**config.mk**
```make
export PLATFORM = sky130hd
export DESIGN_NAME = extended_to_ieee_format_convert
export DESIGN_NICKNAME = d
export VERILOG_FILES = /design/src/e2i_pkg.sv /design/src/extended_to_ieee_format_convert.sv /design/src/e2i_lzc_stage.sv /design/src/e2i_shift_stage.sv /design/src/e2i_pack_stage.sv
export SDC_FILE = /design/constraint.sdc
export NUM_CORES = 1
export LEC_CHECK = 0
export BUFFER_PORTS_ARGS = -buffer_cell sky130_fd_sc_hd__buf_4
export CAP_MARGIN = 20
export CORE_ASPECT_RATIO = 1.5
export CORE_MARGIN = 1
export CORE_UTILIZATION = 40
export DETAILED_ROUTE_END_ITERATION = 7
export HOLD_SLACK_MARGIN = 0.15
export SYNTH_ARGS = -nofsm -noshare
export SYNTH_HDL_FRONTEND = slang
export SYNTH_HIERARCHICAL = 1
export SYNTH_SLANG_ARGS = --single-unit
```
**constraint.sdc**
```tcl
create_clock -name clk -period 21.3 [get_ports clk]
set_input_delay 2.13 -clock clk [delete_from_list [all_inputs] [get_ports clk]]
set_output_delay 2.13 -clock clk [all_outputs]
set_load 0.05 [all_outputs]
```
**src/e2i_pkg.sv**
```systemverilog
// shared types, codes and format tables for the extended-to-ieee converter
// no dependencies; imported by every module of the block
package e2i_pkg;

  // target format select
  typedef enum logic [1:0] {
    OP_SINGLE = 2'd0,
    OP_DOUBLE = 2'd1,
    OP_QUAD   = 2'd2,
    OP_RSVD   = 2'd3
  } op_t;

  // result status codes
  typedef enum logic [1:0] {
    ST_OK    = 2'd0,
    ST_OVER  = 2'd1,
    ST_UNDER = 2'd2,
    ST_RSVD  = 2'd3
  } status_t;

  localparam logic [14:0] SrcExpBias = 15'd16383;
  localparam logic [14:0] ExpAllOnes = 15'h7fff;
  localparam int unsigned SingleFracBits = 23;
  localparam int unsigned DoubleFracBits = 52;

  // input word as it enters the pipe
  typedef struct packed {
    logic [1:0]  operation;
    logic        sign;
    logic [14:0] exponent;
    logic [63:0] significand;
  } in_word_t;

  // after stage 1: per-byte leading-zero data
  typedef struct packed {
    logic [1:0]      operation;
    logic            sign;
    logic [14:0]     exponent;
    logic [63:0]     significand;
    logic            exp_ones;
    logic            sig_zero;
    logic [7:0]      byte_nz;
    logic [7:0][2:0] byte_lz;
  } s1_word_t;

  // after stage 2: coarse-shifted significand and full count
  typedef struct packed {
    logic [1:0]  operation;
    logic        sign;
    logic [14:0] exponent;
    logic [63:0] sig_coarse;
    logic [2:0]  fine;
    logic [5:0]  lz;
    logic        exp_ones;
    logic        sig_zero;
  } s2_word_t;

  // result word
  typedef struct packed {
    logic        sign;
    logic [14:0] exponent;
    logic [63:0] fraction;
    logic        low_fill;
    logic [1:0]  status;
  } out_word_t;

  // leading zeros of one byte
  function automatic logic [2:0] lzc8(input logic [7:0] b);
    logic [2:0] n;
    logic       done;
    n    = 3'd0;
    done = 1'b0;
    for (int i = 7; i >= 0; i--) begin
      if (!done) begin
        if (b[i]) begin
          done = 1'b1;
        end else if (i > 0) begin
          n = n + 3'd1;
        end
      end
    end
    return n;
  endfunction

  // target exponent bias
  function automatic logic [14:0] fmt_bias(input logic [1:0] op);
    logic [14:0] r;
    unique case (op) inside
      OP_SINGLE: r = 15'd127;
      OP_DOUBLE: r = 15'd1023;
      default:   r = 15'd16383;
    endcase
    return r;
  endfunction

  // target all-ones exponent
  function automatic logic [14:0] fmt_exp_max(input logic [1:0] op);
    logic [14:0] r;
    unique case (op) inside
      OP_SINGLE: r = 15'h00ff;
      OP_DOUBLE: r = 15'h07ff;
      default:   r = 15'h7fff;
    endcase
    return r;
  endfunction

endpackage

```
**src/extended_to_ieee_format_convert.sv**
```systemverilog
// top level of the extended-to-ieee converter: three pipeline stages
// depends on e2i_pkg, e2i_lzc_stage, e2i_shift_stage, e2i_pack_stage
//
//   channel | handshake          | word
//   --------+--------------------+------------------------------------------------
//   input   | in_valid/in_stall  | operation, sign_in, exponent_in, significand_in
//   output  | out_valid/out_stall| sign_out, exponent_out, fraction_out,
//           |                    | quad_low_fill, status
//
// one word enters per cycle while in_stall is low; a word passes through the three stage
// registers (byte count, coarse shift, fine shift and pack).
// reset is synchronous and empties the pipe; no clearing pass.
// a stall at the output holds the last stage; earlier stages keep moving into
// empty slots, so in_stall rises only when every stage holds a word.
module extended_to_ieee_format_convert (
  input  logic        clk,
  input  logic        rst,
  input  logic        in_valid,
  output logic        in_stall,
  input  logic [1:0]  operation,
  input  logic        sign_in,
  input  logic [14:0] exponent_in,
  input  logic [63:0] significand_in,
  output logic        out_valid,
  input  logic        out_stall,
  output logic        sign_out,
  output logic [14:0] exponent_out,
  output logic [63:0] fraction_out,
  output logic        quad_low_fill,
  output logic [1:0]  status
);
  import e2i_pkg::*;

  in_word_t  in_word;
  s1_word_t  s1_word;
  s2_word_t  s2_word;
  out_word_t out_word;
  logic      s1_valid;
  logic      s1_stall;
  logic      s2_valid;
  logic      s2_stall;

  assign in_word.operation   = operation;
  assign in_word.sign        = sign_in;
  assign in_word.exponent    = exponent_in;
  assign in_word.significand = significand_in;

  // stage 1
  e2i_lzc_stage u_lzc (
    .clk        (clk),
    .rst        (rst),
    .up_valid   (in_valid),
    .up_data    (in_word),
    .up_stall   (in_stall),
    .down_valid (s1_valid),
    .down_data  (s1_word),
    .down_stall (s1_stall)
  );

  // stage 2
  e2i_shift_stage u_shift (
    .clk        (clk),
    .rst        (rst),
    .up_valid   (s1_valid),
    .up_data    (s1_word),
    .up_stall   (s1_stall),
    .down_valid (s2_valid),
    .down_data  (s2_word),
    .down_stall (s2_stall)
  );

  // stage 3
  e2i_pack_stage u_pack (
    .clk        (clk),
    .rst        (rst),
    .up_valid   (s2_valid),
    .up_data    (s2_word),
    .up_stall   (s2_stall),
    .down_valid (out_valid),
    .down_data  (out_word),
    .down_stall (out_stall)
  );

  assign sign_out      = out_word.sign;
  assign exponent_out  = out_word.exponent;
  assign fraction_out  = out_word.fraction;
  assign quad_low_fill = out_word.low_fill;
  assign status        = out_word.status;

endmodule

```
**src/e2i_lzc_stage.sv**
```systemverilog
// stage 1: special-case decode and per-byte leading-zero count
// depends on e2i_pkg
module e2i_lzc_stage (
  input  logic              clk,
  input  logic              rst,
  input  logic              up_valid,
  input  e2i_pkg::in_word_t up_data,
  output logic              up_stall,
  output logic              down_valid,
  output e2i_pkg::s1_word_t down_data,
  input  logic              down_stall
);
  import e2i_pkg::*;

  logic     valid;
  s1_word_t data;
  s1_word_t data_next;
  logic     load;

  assign load     = !valid || !down_stall;
  assign up_stall = !load;

  // byte flags and counts
  always_comb begin
    data_next.operation   = up_data.operation;
    data_next.sign        = up_data.sign;
    data_next.exponent    = up_data.exponent;
    data_next.significand = up_data.significand;
    data_next.exp_ones    = (up_data.exponent == ExpAllOnes);
    data_next.sig_zero    = (up_data.significand == 64'd0);
    for (int i = 0; i < 8; i++) begin
      data_next.byte_nz[i] = |up_data.significand[i*8 +: 8];
      data_next.byte_lz[i] = lzc8(up_data.significand[i*8 +: 8]);
    end
  end

  always_ff @(posedge clk) begin
    if (rst) begin
      valid <= 1'b0;
    end else if (load) begin
      valid <= up_valid;
    end
  end

  always_ff @(posedge clk) begin
    if (load && up_valid) begin
      data <= data_next;
    end
  end

  assign down_valid = valid;
  assign down_data  = data;

endmodule

```
**src/e2i_shift_stage.sv**
```systemverilog
// stage 2: pick the leading byte, full count and coarse byte shift
// depends on e2i_pkg
module e2i_shift_stage (
  input  logic              clk,
  input  logic              rst,
  input  logic              up_valid,
  input  e2i_pkg::s1_word_t up_data,
  output logic              up_stall,
  output logic              down_valid,
  output e2i_pkg::s2_word_t down_data,
  input  logic              down_stall
);
  import e2i_pkg::*;

  logic     valid;
  s2_word_t data;
  s2_word_t data_next;
  logic     load;
  logic [2:0] hi;
  logic [2:0] coarse;

  assign load     = !valid || !down_stall;
  assign up_stall = !load;

  // highest nonzero byte sets the coarse shift
  always_comb begin
    hi = 3'd0;
    for (int i = 0; i < 8; i++) begin
      if (up_data.byte_nz[i]) hi = 3'(i);
    end
    coarse = 3'd7 - hi;
    data_next.operation  = up_data.operation;
    data_next.sign       = up_data.sign;
    data_next.exponent   = up_data.exponent;
    data_next.sig_coarse = up_data.significand << {coarse, 3'b000};
    data_next.fine       = up_data.byte_lz[hi];
    data_next.lz         = {coarse, up_data.byte_lz[hi]};
    data_next.exp_ones   = up_data.exp_ones;
    data_next.sig_zero   = up_data.sig_zero;
  end

  always_ff @(posedge clk) begin
    if (rst) begin
      valid <= 1'b0;
    end else if (load) begin
      valid <= up_valid;
    end
  end

  always_ff @(posedge clk) begin
    if (load && up_valid) begin
      data <= data_next;
    end
  end

  assign down_valid = valid;
  assign down_data  = data;

endmodule

```
**src/e2i_pack_stage.sv**
```systemverilog
// stage 3: fine shift, exponent rebias, range check and result packing
// depends on e2i_pkg
module e2i_pack_stage (
  input  logic               clk,
  input  logic               rst,
  input  logic               up_valid,
  input  e2i_pkg::s2_word_t  up_data,
  output logic               up_stall,
  output logic               down_valid,
  output e2i_pkg::out_word_t down_data,
  input  logic               down_stall
);
  import e2i_pkg::*;

  logic        valid;
  out_word_t   data;
  out_word_t   data_next;
  logic        load;
  logic [63:0] aligned;
  logic [63:0] frac_fmt;
  logic [63:0] frac_all;
  logic [14:0] exp_max;
  logic        is_quad;
  logic signed [16:0] t;

  assign load     = !valid || !down_stall;
  assign up_stall = !load;

  // normalize, rebias and classify
  always_comb begin
    exp_max = fmt_exp_max(up_data.operation);
    is_quad = (up_data.operation == OP_QUAD) || (up_data.operation == OP_RSVD);
    // drop the leading one and left-align the rest
    aligned = (up_data.sig_coarse << up_data.fine) << 1;
    t = $signed({2'b00, up_data.exponent}) + $signed({2'b00, fmt_bias(up_data.operation)})
        - $signed({2'b00, SrcExpBias}) - $signed({11'd0, up_data.lz});
    case (up_data.operation)
      OP_SINGLE: begin
        frac_fmt = {41'd0, aligned[63 -: SingleFracBits]};
        frac_all = {41'd0, {SingleFracBits{1'b1}}};
      end
      OP_DOUBLE: begin
        frac_fmt = {12'd0, aligned[63 -: DoubleFracBits]};
        frac_all = {12'd0, {DoubleFracBits{1'b1}}};
      end
      default: begin
        frac_fmt = aligned;
        frac_all = '1;
      end
    endcase

    data_next.sign     = up_data.sign;
    data_next.exponent = 15'd0;
    data_next.fraction = 64'd0;
    data_next.low_fill = 1'b0;
    data_next.status   = ST_OK;
    if (up_data.exp_ones) begin
      // infinity or nan
      data_next.exponent = exp_max;
      if (!up_data.sig_zero) begin
        data_next.fraction = frac_all;
        data_next.low_fill = is_quad;
      end
    end else if (!up_data.sig_zero) begin
      if (t >= $signed({2'b00, exp_max})) begin
        data_next.exponent = exp_max;
        data_next.status   = ST_OVER;
      end else if (t <= 17'sd0) begin
        data_next.status = ST_UNDER;
      end else begin
        data_next.exponent = t[14:0];
        data_next.fraction = frac_fmt;
      end
    end
  end

  always_ff @(posedge clk) begin
    if (rst) begin
      valid <= 1'b0;
    end else if (load) begin
      valid <= up_valid;
    end
  end

  always_ff @(posedge clk) begin
    if (load && up_valid) begin
      data <= data_next;
    end
  end

  assign down_valid = valid;
  assign down_data  = data;

endmodule

```
==> results of run 1 <==
-- routing by layer --
metal / wire length (microns) / global-route usage / up-vias / share of wire
met5: 0 / 0 / - / 0
met4: 2640 / 0.112 / 0 / 0.055
met3: 1720 / 0.0185 / 127 / 0.035
met2: 25000 / 0.379 / 399 / 0.52
met1: 19100 / 0.241 / 6362 / 0.39
li1: - / - / 6594 / -
-- sequential cells by signal, indices dropped and copies added, names as in the netlist --
register and count:
u_shift/down_valid 1, u_pack/down_valid 1, u_lzc/down_data 114, u_lzc/down_valid 1, u_pack/down_data 83, u_shift/down_data 89
-- through the flow --
| step | instances | hold WS, ns | setup slack, ns | cell area [sq um] | power, uW |
|---|---|---|---|---|---|
| 6_report | 2398 | 0.418 | 15.32 | 20700 | 1540 |
| 5_1_grt | 2398 | 0.425 | 14.86 | 20700 | 1610 |
| 4_1_cts | 2397 | 0.419 | 15.32 | 20700 | 1560 |
| 3_5_place_dp | 2349 | 0.405 | 15.29 | 19800 | 1050 |
| 3_3_place_gp | 2349 | 0.406 | 15.41 | 19800 | 1050 |
| 2_1_floorplan | 1696 | 0.400 | 12.83 | 18200 | 946 |
-- path summary, 6_finish.rpt --
path         slack, ns                            start  cells after the start                         endpoint
min reg2reg       0.42   u_lzc/down_data[102]$_DFFE_PP_                      0  u_shift/down_data[79]$_DFFE_PP_
max              15.32  u_shift/down_data[92]$_DFFE_PP_                     18   u_pack/down_data[78]$_DFFE_PP_
max reg2reg      15.32  u_shift/down_data[92]$_DFFE_PP_                     18   u_pack/down_data[78]$_DFFE_PP_
min               0.42   u_lzc/down_data[102]$_DFFE_PP_                      0  u_shift/down_data[79]$_DFFE_PP_
-- final cells by class --
cell class	count	area (sq um)
tap	582	728
clock buffer	34	712
sequential	289	8650
timing repair buffer	187	1420
fill	4120	24100
inverter	76	288
clock inverter	14	201
multi-input combinational	1216	8710
-- power groups by stage --
stage / Combinational [uW] / Sequential (uW) / Clock [uW]
floorplan: 227 / 719 / 0
global placement: 337 / 711 / 0
detailed placement: 340 / 712 / 0
CTS: 342 / 699 / 515
global route: 377 / 702 / 534
finish: 344 / 699 / 501
-- placed cells by master, fill, tap and decap left out, types with 17 or more instances in the layout --
master / n
xnor2_1: 17
ha_1: 71
a211oi_1: 29
clkbuf_16: 27
o21a_1: 23
nand3_1: 35
a21oi_1: 145
nor2b_1: 27
buf_4: 186
edfxtp_1: 286
nand2_1: 170
o21ai_1: 51
or3_1: 21
nor2_1: 111
a21o_1: 17
mux4_2: 40
inv_1: 73
mux2i_1: 120
o21ai_0: 85
-- worst max-delay path, cell delays in order, from the launching register on --
cell and delay (ns):
edfxtp_1 0.32, buf_4 0.64, or2_1 0.35, inv_1 0.17
ha_1 0.30, inv_1 0.04, ha_1 0.35, xnor3_2 0.37
nand4b_1 0.14, a31oi_1 0.23, xor2_1 0.34, ha_1 0.32
nand2_1 0.09, or3_1 0.10, a2111oi_0 0.05, a21boi_0 0.29
a21bo_2 0.57, nand4_4 0.64, o32ai_2 0.44
==> results.py, run 1 <==
metrics = {
    "sta": {
        "fin_skew_ns": 0.0185,
        "hold_viol": 0,
        "min_period_ns": 5.98,
        "clock.fmax_mhz": 167,
        "relSlewSlack": 0.332,
        "finalSetupViolCount": 0,
        "tightestPinTransition_ns": 1.00,
        "rsz0062_at_grt": "no",
        "final_max_slew_viol_count": 0,
        "period_share": 0.281,
        "setup_tns_ns": 0,
    },
    "global_route": {
        "grt_pass1_wl_mm": 74.9,
        "antenna_found_initial": 0,
        "overflow": 0,
        "grt_pass1_vias": 13086,
        "track_usage": 0.209,
        "grt_max_degree": 90,
    },
    "floorplan": {
        "start_util": 0.405,
        "rows": 95,
        "core_area_sq_um": 44800,
        "die_area_sq_um": 46300,
        "die_w_microns": 176,
        "io_pins": 171,
        "die_h_microns": 263,
    },
    "drt": {
        "postRouteAntennaNets": 0,
        "drt_iter0_markers": 875,
        "viasPerCell": 5.62,
        "num_vias": 13482,
        "wirelength_mm": 48.4,
        "firstDrtPassIters": 5,
        "drcViolationCount": 0,
        "wl_per_cell_microns": 20.2,
    },
    "yosys": {
        "yosys_warnings": 6,
        "netlist_area_sq_um": 18200,
        "synth_area_per_cell_sq_um": 10.7,
        "syn_inst": 1696,
        "syn_nets": 1855,
    },
    "pwr": {
        "p_switching_uw": 448,
        "p_leak_uw": 0.00807,
        "power_frac_comb": 0.223,
        "ir_drop_mv": 0.0683,
        "power.internal_uw": 1100,
        "power.density_nw_per_um2": 74.5,
        "swShare": 0.290,
        "p_seq_frac": 0.453,
        "p_clk_frac": 0.324,
    },
    "layout": {
        "final_nets": 1956,
        "final_layout_size_suffix_gt1_frac": 0.174,
        "area_growth_pct": 14.0,
        "postLayoutCoreUtil": 0.462,
        "diodes": 0,
    },
    "place": {
        "gp_congestion": 0.935,
        "numPortBuffers": 170,
        "dp.final_hpwl_mm": 37.3,
    },
    "clocking": {
        "clkLatencyLatePin_ns": 0.56,
        "cts_buffer_depth": 3,
        "post-cts-setup-buffers": 0,
        "cts.reportedPaths.clkPinSlew_ns": 0.06,
        "htree_levels": 1,
        "clockRootBuffer": "clkbuf_16",
        "holdBufCountCts": 0,
        "numCtsBuffers": 27,
        "clock-sinks": 289,
        "cts_resized": 0,
        "tritoncts": "yes",
    },
    "status": {
        "status": "complete, no violations",
    },
    "worst_setup_path": {
        "criticalPathCategory": "flop to flop",
        "endpoint_kind": "flop",
        "cp-start-kind": "flop",
        "required_ns": 21.66,
        "critPathMaxFanout": 89,
        "critPathArrivalTime_ns": 6.33,
    },
    "job": {
        "drv_cap": 0,
    },
    "worst_hold_path": {
        "worstHoldPathType": "flop to flop",
    },
}
(Power assumes the default switching activity.)
==> run 2: changes to the inputs <==
==> constraint.sdc (replaced) <==
create_clock -name clk -period 4.9 [get_ports clk]
set_input_delay 0.49 -clock clk [delete_from_list [all_inputs] [get_ports clk]]
set_output_delay 0.49 -clock clk [all_outputs]
set_load 0.05 [all_outputs]
==> run 2 against run 1 <==
Net effect: fmax is 29% higher; worst hold slack worse by 0.24 ns; first-iteration DRC count is 12% higher; sequential power grew to 4.3 times the previous value; clock power grew to 4.5 times the previous value; flip-flop and latch count stayed put; count of clock-buffer cells in the layout is 2 lower; final cell count is 4.0% higher.
==> results.py, run 2 (same netlist as run 1, synthesis figures left out) <==
metrics = {
    "drt": {
        "wl_per_cell_microns": 20.3,
        "drcViolationCount": 0,
        "drt_iter0_markers": 983,
        "num_vias": 13889,
        "wirelength_mm": 50.7,
        "postRouteAntennaNets": 0,
        "viasPerCell": 5.57,
        "firstDrtPassIters": 6,
    },
    "clocking": {
        "clockRootBuffer": "clkbuf_16",
        "cts_buffer_depth": 3,
        "htree_levels": 1,
        "tritoncts": "yes",
        "numCtsBuffers": 28,
        "clock-sinks": 289,
        "cts.reportedPaths.clkPinSlew_ns": 0.07,
        "clkLatencyLatePin_ns": 0.58,
    },
    "worst_setup_path": {
        "path_cells": "inv_1 -> ha_1 -> ha_1 -> ha_1 -> fa_2 -> a21oi_1 -> o221a_2 -> nand4b_1 -> a31oi_1 -> xor2_1 -> ha_1 -> nand2_1 -> or3_1 -> a2111oi_2 -> a21boi_1 -> a21bo_2 -> nand4_4 -> buf_4 -> o22ai_1",
        "critPathTopFamily": "adder cells",
        "crit_buf_inv": 2,
        "r2r_start": "u_shift/down_data[4]$_DFFE_PP_",
        "worst_path_most_repeated_cell": "ha_1",
        "criticalPathCategory": "flop to flop",
        "cp-start-kind": "flop",
        "critPathMaxStageDelay_ns": 0.39,
        "endpoint_kind": "flop",
        "required_ns": 5.17,
        "critPathMaxFanout": 8,
        "reg2regPathDepth": 19,
        "r2r_end": "u_pack/down_data[75]$_DFFE_PP_",
        "critPathArrivalTime_ns": 4.90,
        "slowest_stage": "edfxtp_1",
        "regToRegSetupSlack_ns": 0.27,
    },
    "sta": {
        "relSlewSlack": 0.326,
        "rsz0062_at_grt": "no",
        "min_period_ns": 4.63,
        "hold_viol": 0,
        "final_max_slew_viol_count": 0,
        "fin_skew_ns": 0.0314,
        "clock.fmax_mhz": 216,
        "setup_tns_ns": 0,
        "tightestPinTransition_ns": 1.01,
        "period_share": 0.945,
        "finalSetupViolCount": 0,
    },
    "pwr": {
        "p_clk_frac": 0.328,
        "p_switching_uw": 2050,
        "p_seq_frac": 0.441,
        "power.density_nw_per_um2": 318,
        "p_leak_uw": 0.00850,
        "power.internal_uw": 4850,
        "ir_drop_mv": 0.248,
        "swShare": 0.297,
        "power_frac_comb": 0.232,
    },
    "place": {
        "placed_cell_area_sq_um": 19900,
        "gp_congestion": 0.965,
        "numPortBuffers": 170,
        "dp.final_hpwl_mm": 38.1,
    },
    "floorplan": {
        "die_area_sq_um": 46300,
        "die_h_microns": 263,
        "io_pins": 171,
        "start_util": 0.405,
        "rows": 95,
        "core_area_sq_um": 44800,
        "die_w_microns": 176,
    },
    "global_route": {
        "grt_max_degree": 90,
        "track_usage": 0.217,
        "grt_pass1_wl_mm": 77.8,
        "overflow": 0,
        "antenna_found_initial": 1,
        "grt_pass1_vias": 13643,
    },
    "worst_hold_path": {
        "min_from": "significand_in[49]",
        "hold_end": "u_lzc/down_data[83]$_DFFE_PP_",
        "min_path_cells": 1,
        "worstHoldPathType": "input pin to flop",
    },
    "layout": {
        "final_nets": 2049,
        "diodes": 0,
        "final_common_cell": "edfxtp_1",
        "area_growth_pct": 19.5,
        "largest_reg_flops": 114,
        "final_layout_size_suffix_gt1_frac": 0.178,
        "design_area_sq_um": 21700,
        "mostFrequentLayoutCells": "edfxtp_1 (286), buf_4 (199), nand2_1 (170)",
    },
    "job": {
        "drv_cap": 0,
    },
    "status": {
        "status": "complete, no violations",
    },
}
-- run 2: worst max path at each step --
stage | startpoint | end | slack [ns] | depth (start not counted)
floorplan | u_shift/down_data[92]$_DFFE_PP_ | u_pack/down_data[78]$_DFFE_PP_ | 0.03 | 19
global placement | u_shift/down_data[4]$_DFFE_PP_ | u_pack/down_data[59]$_DFFE_PP_ | 0.23 | 19
detailed placement | u_shift/down_data[4]$_DFFE_PP_ | u_pack/down_data[18]$_DFFE_PP_ | 0.05 | 19
CTS | u_shift/down_data[4]$_DFFE_PP_ | u_pack/down_data[18]$_DFFE_PP_ | 0.04 | 19
global route | u_shift/down_data[92]$_DFFE_PP_ | u_pack/down_data[75]$_DFFE_PP_ | 0.02 | 19
finish | u_shift/down_data[4]$_DFFE_PP_ | u_pack/down_data[75]$_DFFE_PP_ | 0.27 | 19
-- run 2: power groups by stage --
stage	Clock, uW	Sequential, uW	Combinational (uW)
floorplan	0	3120	989
global placement	0	3090	1490
detailed placement	0	3100	1510
CTS	2310	3040	1560
global route	2400	3050	1740
finish	2260	3040	1600
-- run 2: metal layers --
layer  share of wire  routed length [microns]  track usage  up-vias
met5               0                        0            0        -
met4           0.053                     2700        0.113        0
met3           0.035                     1790       0.0214      122
met2            0.53                    26700        0.399      383
met1            0.39                    19600        0.245     6614
li1                -                        -            -     6770
-- run 2: cell type report --
| class | count | area [sq um] |
|---|---|---|
| fill | 4053 | 23100 |
| multi-input combinational | 1216 | 8720 |
| sequential | 289 | 8650 |
| timing repair buffer | 279 | 2360 |
| clock buffer | 32 | 737 |
| tap | 582 | 728 |
| inverter | 76 | 288 |
| clock inverter | 20 | 234 |
-- run 2: what timing repair did --
| action | 4_1_cts | 5_1_grt |
|---|---|---|
| endpoints found under the hold margin | 75 | 0 |
| hold buffers | 74 | 0 |
| endpoints found under the setup margin | 0 | 73 |
| gates resized for setup | 0 | 5 |
| setup buffers | 0 | 5 |
-- run 2: stage by stage --
stage / hold WS (ns) / instances / util / total power (uW) / setup slack [ns]
floorplan: 0.400 / 1696 / - / 4110 / 0.0319
global placement: 0.403 / 2361 / 0.444 / 4580 / 0.234
detailed placement: 0.405 / 2361 / 0.444 / 4600 / 0.0517
CTS: 0.150 / 2487 / 0.482 / 6920 / 0.0399
global route: 0.159 / 2494 / 0.485 / 7190 / 0.0250
finish: 0.174 / 2494 / 0.485 / 6900 / 0.271
==> run 3: changes to the inputs <==
--- a/config.mk
+++ b/config.mk
@@ -7,7 +7,7 @@
 export LEC_CHECK = 0
 export BUFFER_PORTS_ARGS = -buffer_cell sky130_fd_sc_hd__buf_4
 export CAP_MARGIN = 20
-export CORE_ASPECT_RATIO = 1.5
+export CORE_ASPECT_RATIO = 0.75
 export CORE_MARGIN = 1
 export CORE_UTILIZATION = 40
 export DETAILED_ROUTE_END_ITERATION = 7
==> constraint.sdc (replaced) <==
create_clock -name clk -period 4.9 [get_ports clk]
set_input_delay 0.735 -clock clk [delete_from_list [all_inputs] [get_ports clk]]
set_output_delay 0.735 -clock clk [all_outputs]
set_load 0.05 [all_outputs]
==> run 3 against run 2 <==
Net effect: register-to-register slack better by 0.03 ns; largest power group unchanged; combinational power fell by 3%; sequential share of layout area up 1.4 points.
==> results.py, run 3 (same netlist as run 1, synthesis figures left out) <==
metrics = {
    "worst_hold_path": {
        "worstHoldPathType": "input pin to flop",
        "hold_end": "u_pack/down_valid$_SDFFE_PP0N_",
        "min_path_cells": 2,
        "min_from": "rst",
    },
    "worst_setup_path": {
        "endpoint_kind": "flop",
        "criticalPathCategory": "flop to flop",
        "required_ns": 5.22,
        "critPathMaxStageDelay_ns": 0.40,
        "regToRegSetupSlack_ns": 0.30,
        "reg2regPathDepth": 19,
        "crit_buf_inv": 2,
        "critPathMaxFanout": 15,
        "r2r_start": "u_shift/down_data[4]$_DFFE_PP_",
        "path_cells": "inv_1 -> ha_1 -> ha_1 -> ha_1 -> fa_2 -> a21oi_1 -> o221a_2 -> nand4b_1 -> a31oi_1 -> xor2_1 -> ha_1 -> nand2_1 -> or3_1 -> a2111oi_2 -> a21boi_1 -> a21bo_2 -> nand4_4 -> clkbuf_16 -> o21ai_1",
        "worst_path_most_repeated_cell": "ha_1",
        "r2r_end": "u_pack/down_data[15]$_DFFE_PP_",
        "critPathArrivalTime_ns": 4.92,
        "slowest_stage": "edfxtp_1",
        "cp-start-kind": "flop",
        "critPathTopFamily": "adder cells",
    },
    "global_route": {
        "grt_pass1_wl_mm": 76.1,
        "antenna_found_initial": 0,
        "track_usage": 0.212,
        "grt_pass1_vias": 13056,
        "grt_max_degree": 90,
        "overflow": 0,
    },
    "layout": {
        "final_layout_size_suffix_gt1_frac": 0.183,
        "final_common_cell": "edfxtp_1",
        "stdcell_count": 2428,
        "largest_reg_flops": 114,
        "mostFrequentLayoutCells": "edfxtp_1 (286), buf_4 (200), nand2_1 (170)",
        "final_nets": 1978,
        "area_growth_pct": 15.6,
        "n_fill_cell": 4071,
    },
    "floorplan": {
        "die_h_microns": 187,
        "core_area_sq_um": 44800,
        "io_pins": 171,
        "start_util": 0.406,
        "die_area_sq_um": 46300,
        "rows": 67,
        "die_w_microns": 248,
    },
    "sta": {
        "tightestPinTransition_ns": 1.06,
        "min_period_ns": 4.60,
        "fin_skew_ns": 0.0227,
        "finalSetupViolCount": 0,
        "rsz0062_at_grt": "no",
        "period_share": 0.939,
        "final_max_slew_viol_count": 0,
        "relSlewSlack": 0.291,
        "setup_tns_ns": 0,
        "hold_viol": 0,
        "clock.fmax_mhz": 217,
    },
    "drt": {
        "drcViolationCount": 0,
        "postRouteAntennaNets": 0,
        "drt_iter0_markers": 1194,
        "wirelength_mm": 50.1,
        "firstDrtPassIters": 7,
        "viasPerCell": 5.70,
        "wl_per_cell_microns": 20.6,
        "num_vias": 13839,
    },
    "clocking": {
        "tritoncts": "yes",
        "numCtsBuffers": 30,
        "htree_levels": 1,
        "cts_buffer_depth": 3,
        "clock-sinks": 289,
        "cts.reportedPaths.clkPinSlew_ns": 0.06,
        "clockRootBuffer": "clkbuf_16",
        "clkLatencyLatePin_ns": 0.59,
    },
    "status": {
        "status": "complete, no violations",
    },
    "pwr": {
        "p_total_uw": 6880,
        "ir_drop_mv": 0.268,
        "power.density_nw_per_um2": 327,
        "p_leak_uw": 0.00820,
    },
    "place": {
        "dp.cells": 2367,
        "numPortBuffers": 170,
        "gp_congestion": 0.934,
        "dp.final_hpwl_mm": 37.4,
    },
    "job": {
        "drv_cap": 0,
    },
}
-- run 3: worst max-delay path by stage --
stage,cells past startpoint,slack [ns],from,to
4_1_cts,19,0.11,u_shift/down_data[4]$_DFFE_PP_,u_pack/down_data[57]$_DFFE_PP_
6_report,19,0.30,u_shift/down_data[4]$_DFFE_PP_,u_pack/down_data[15]$_DFFE_PP_
3_3_place_gp,19,0.26,u_shift/down_data[4]$_DFFE_PP_,u_pack/down_data[3]$_DFFE_PP_
5_1_grt,19,0.04,u_shift/down_data[91]$_DFFE_PP_,u_pack/down_data[3]$_DFFE_PP_
2_1_floorplan,4,-0.02,out_stall,u_lzc/down_data[0]$_DFFE_PP_
3_5_place_dp,19,0.15,u_shift/down_data[4]$_DFFE_PP_,u_pack/down_data[57]$_DFFE_PP_
-- run 3: stage by stage --
step | worst slack [ns] | instance area, sq um | utilization | hold WS (ns)
after CTS | 0.109 | 20900 | 0.467 | 0.295
final | 0.301 | 21000 | 0.469 | 0.320
after global placement | 0.260 | 19900 | 0.445 | 0.405
after detailed placement | 0.153 | 19900 | 0.445 | 0.405
after global routing | 0.0385 | 21000 | 0.469 | 0.300
after floorplan | -0.0229 | 18200 | - | 0.400
-- run 3: cell type report --
| class | instances | area (sq um) | area share |
|---|---|---|---|
| multi-input combinational | 1216 | 8720 | 0.415 |
| sequential | 289 | 8650 | 0.412 |
| timing repair buffer | 206 | 1630 | 0.0774 |
| clock buffer | 39 | 785 | 0.0374 |
| tap | 586 | 733 | 0.0349 |
| inverter | 76 | 288 | 0.0137 |
| clock inverter | 15 | 194 | 0.00924 |
| antenna | 1 | 2.50 | 0.000119 |
-- run 3: repair_timing --
item,in CTS,in global routing
endpoints found under the setup margin,0,67
hold buffers,0,0
buffers inserted,0,4
resized for setup,0,6
-- run 3: report_power, final --
group | internal, uW | leakage (uW) | switching (uW)
combinational | 589 | 0.00501 | 959
sequential | 2910 | 0.00272 | 134
clock | 1340 | 0.000467 | 946
-- run 3: routing by layer --
layer  share of wire  track usage
met1            0.46        0.312
met2            0.44        0.318
met3           0.076       0.0398
met4           0.025       0.0578
met5               0            0
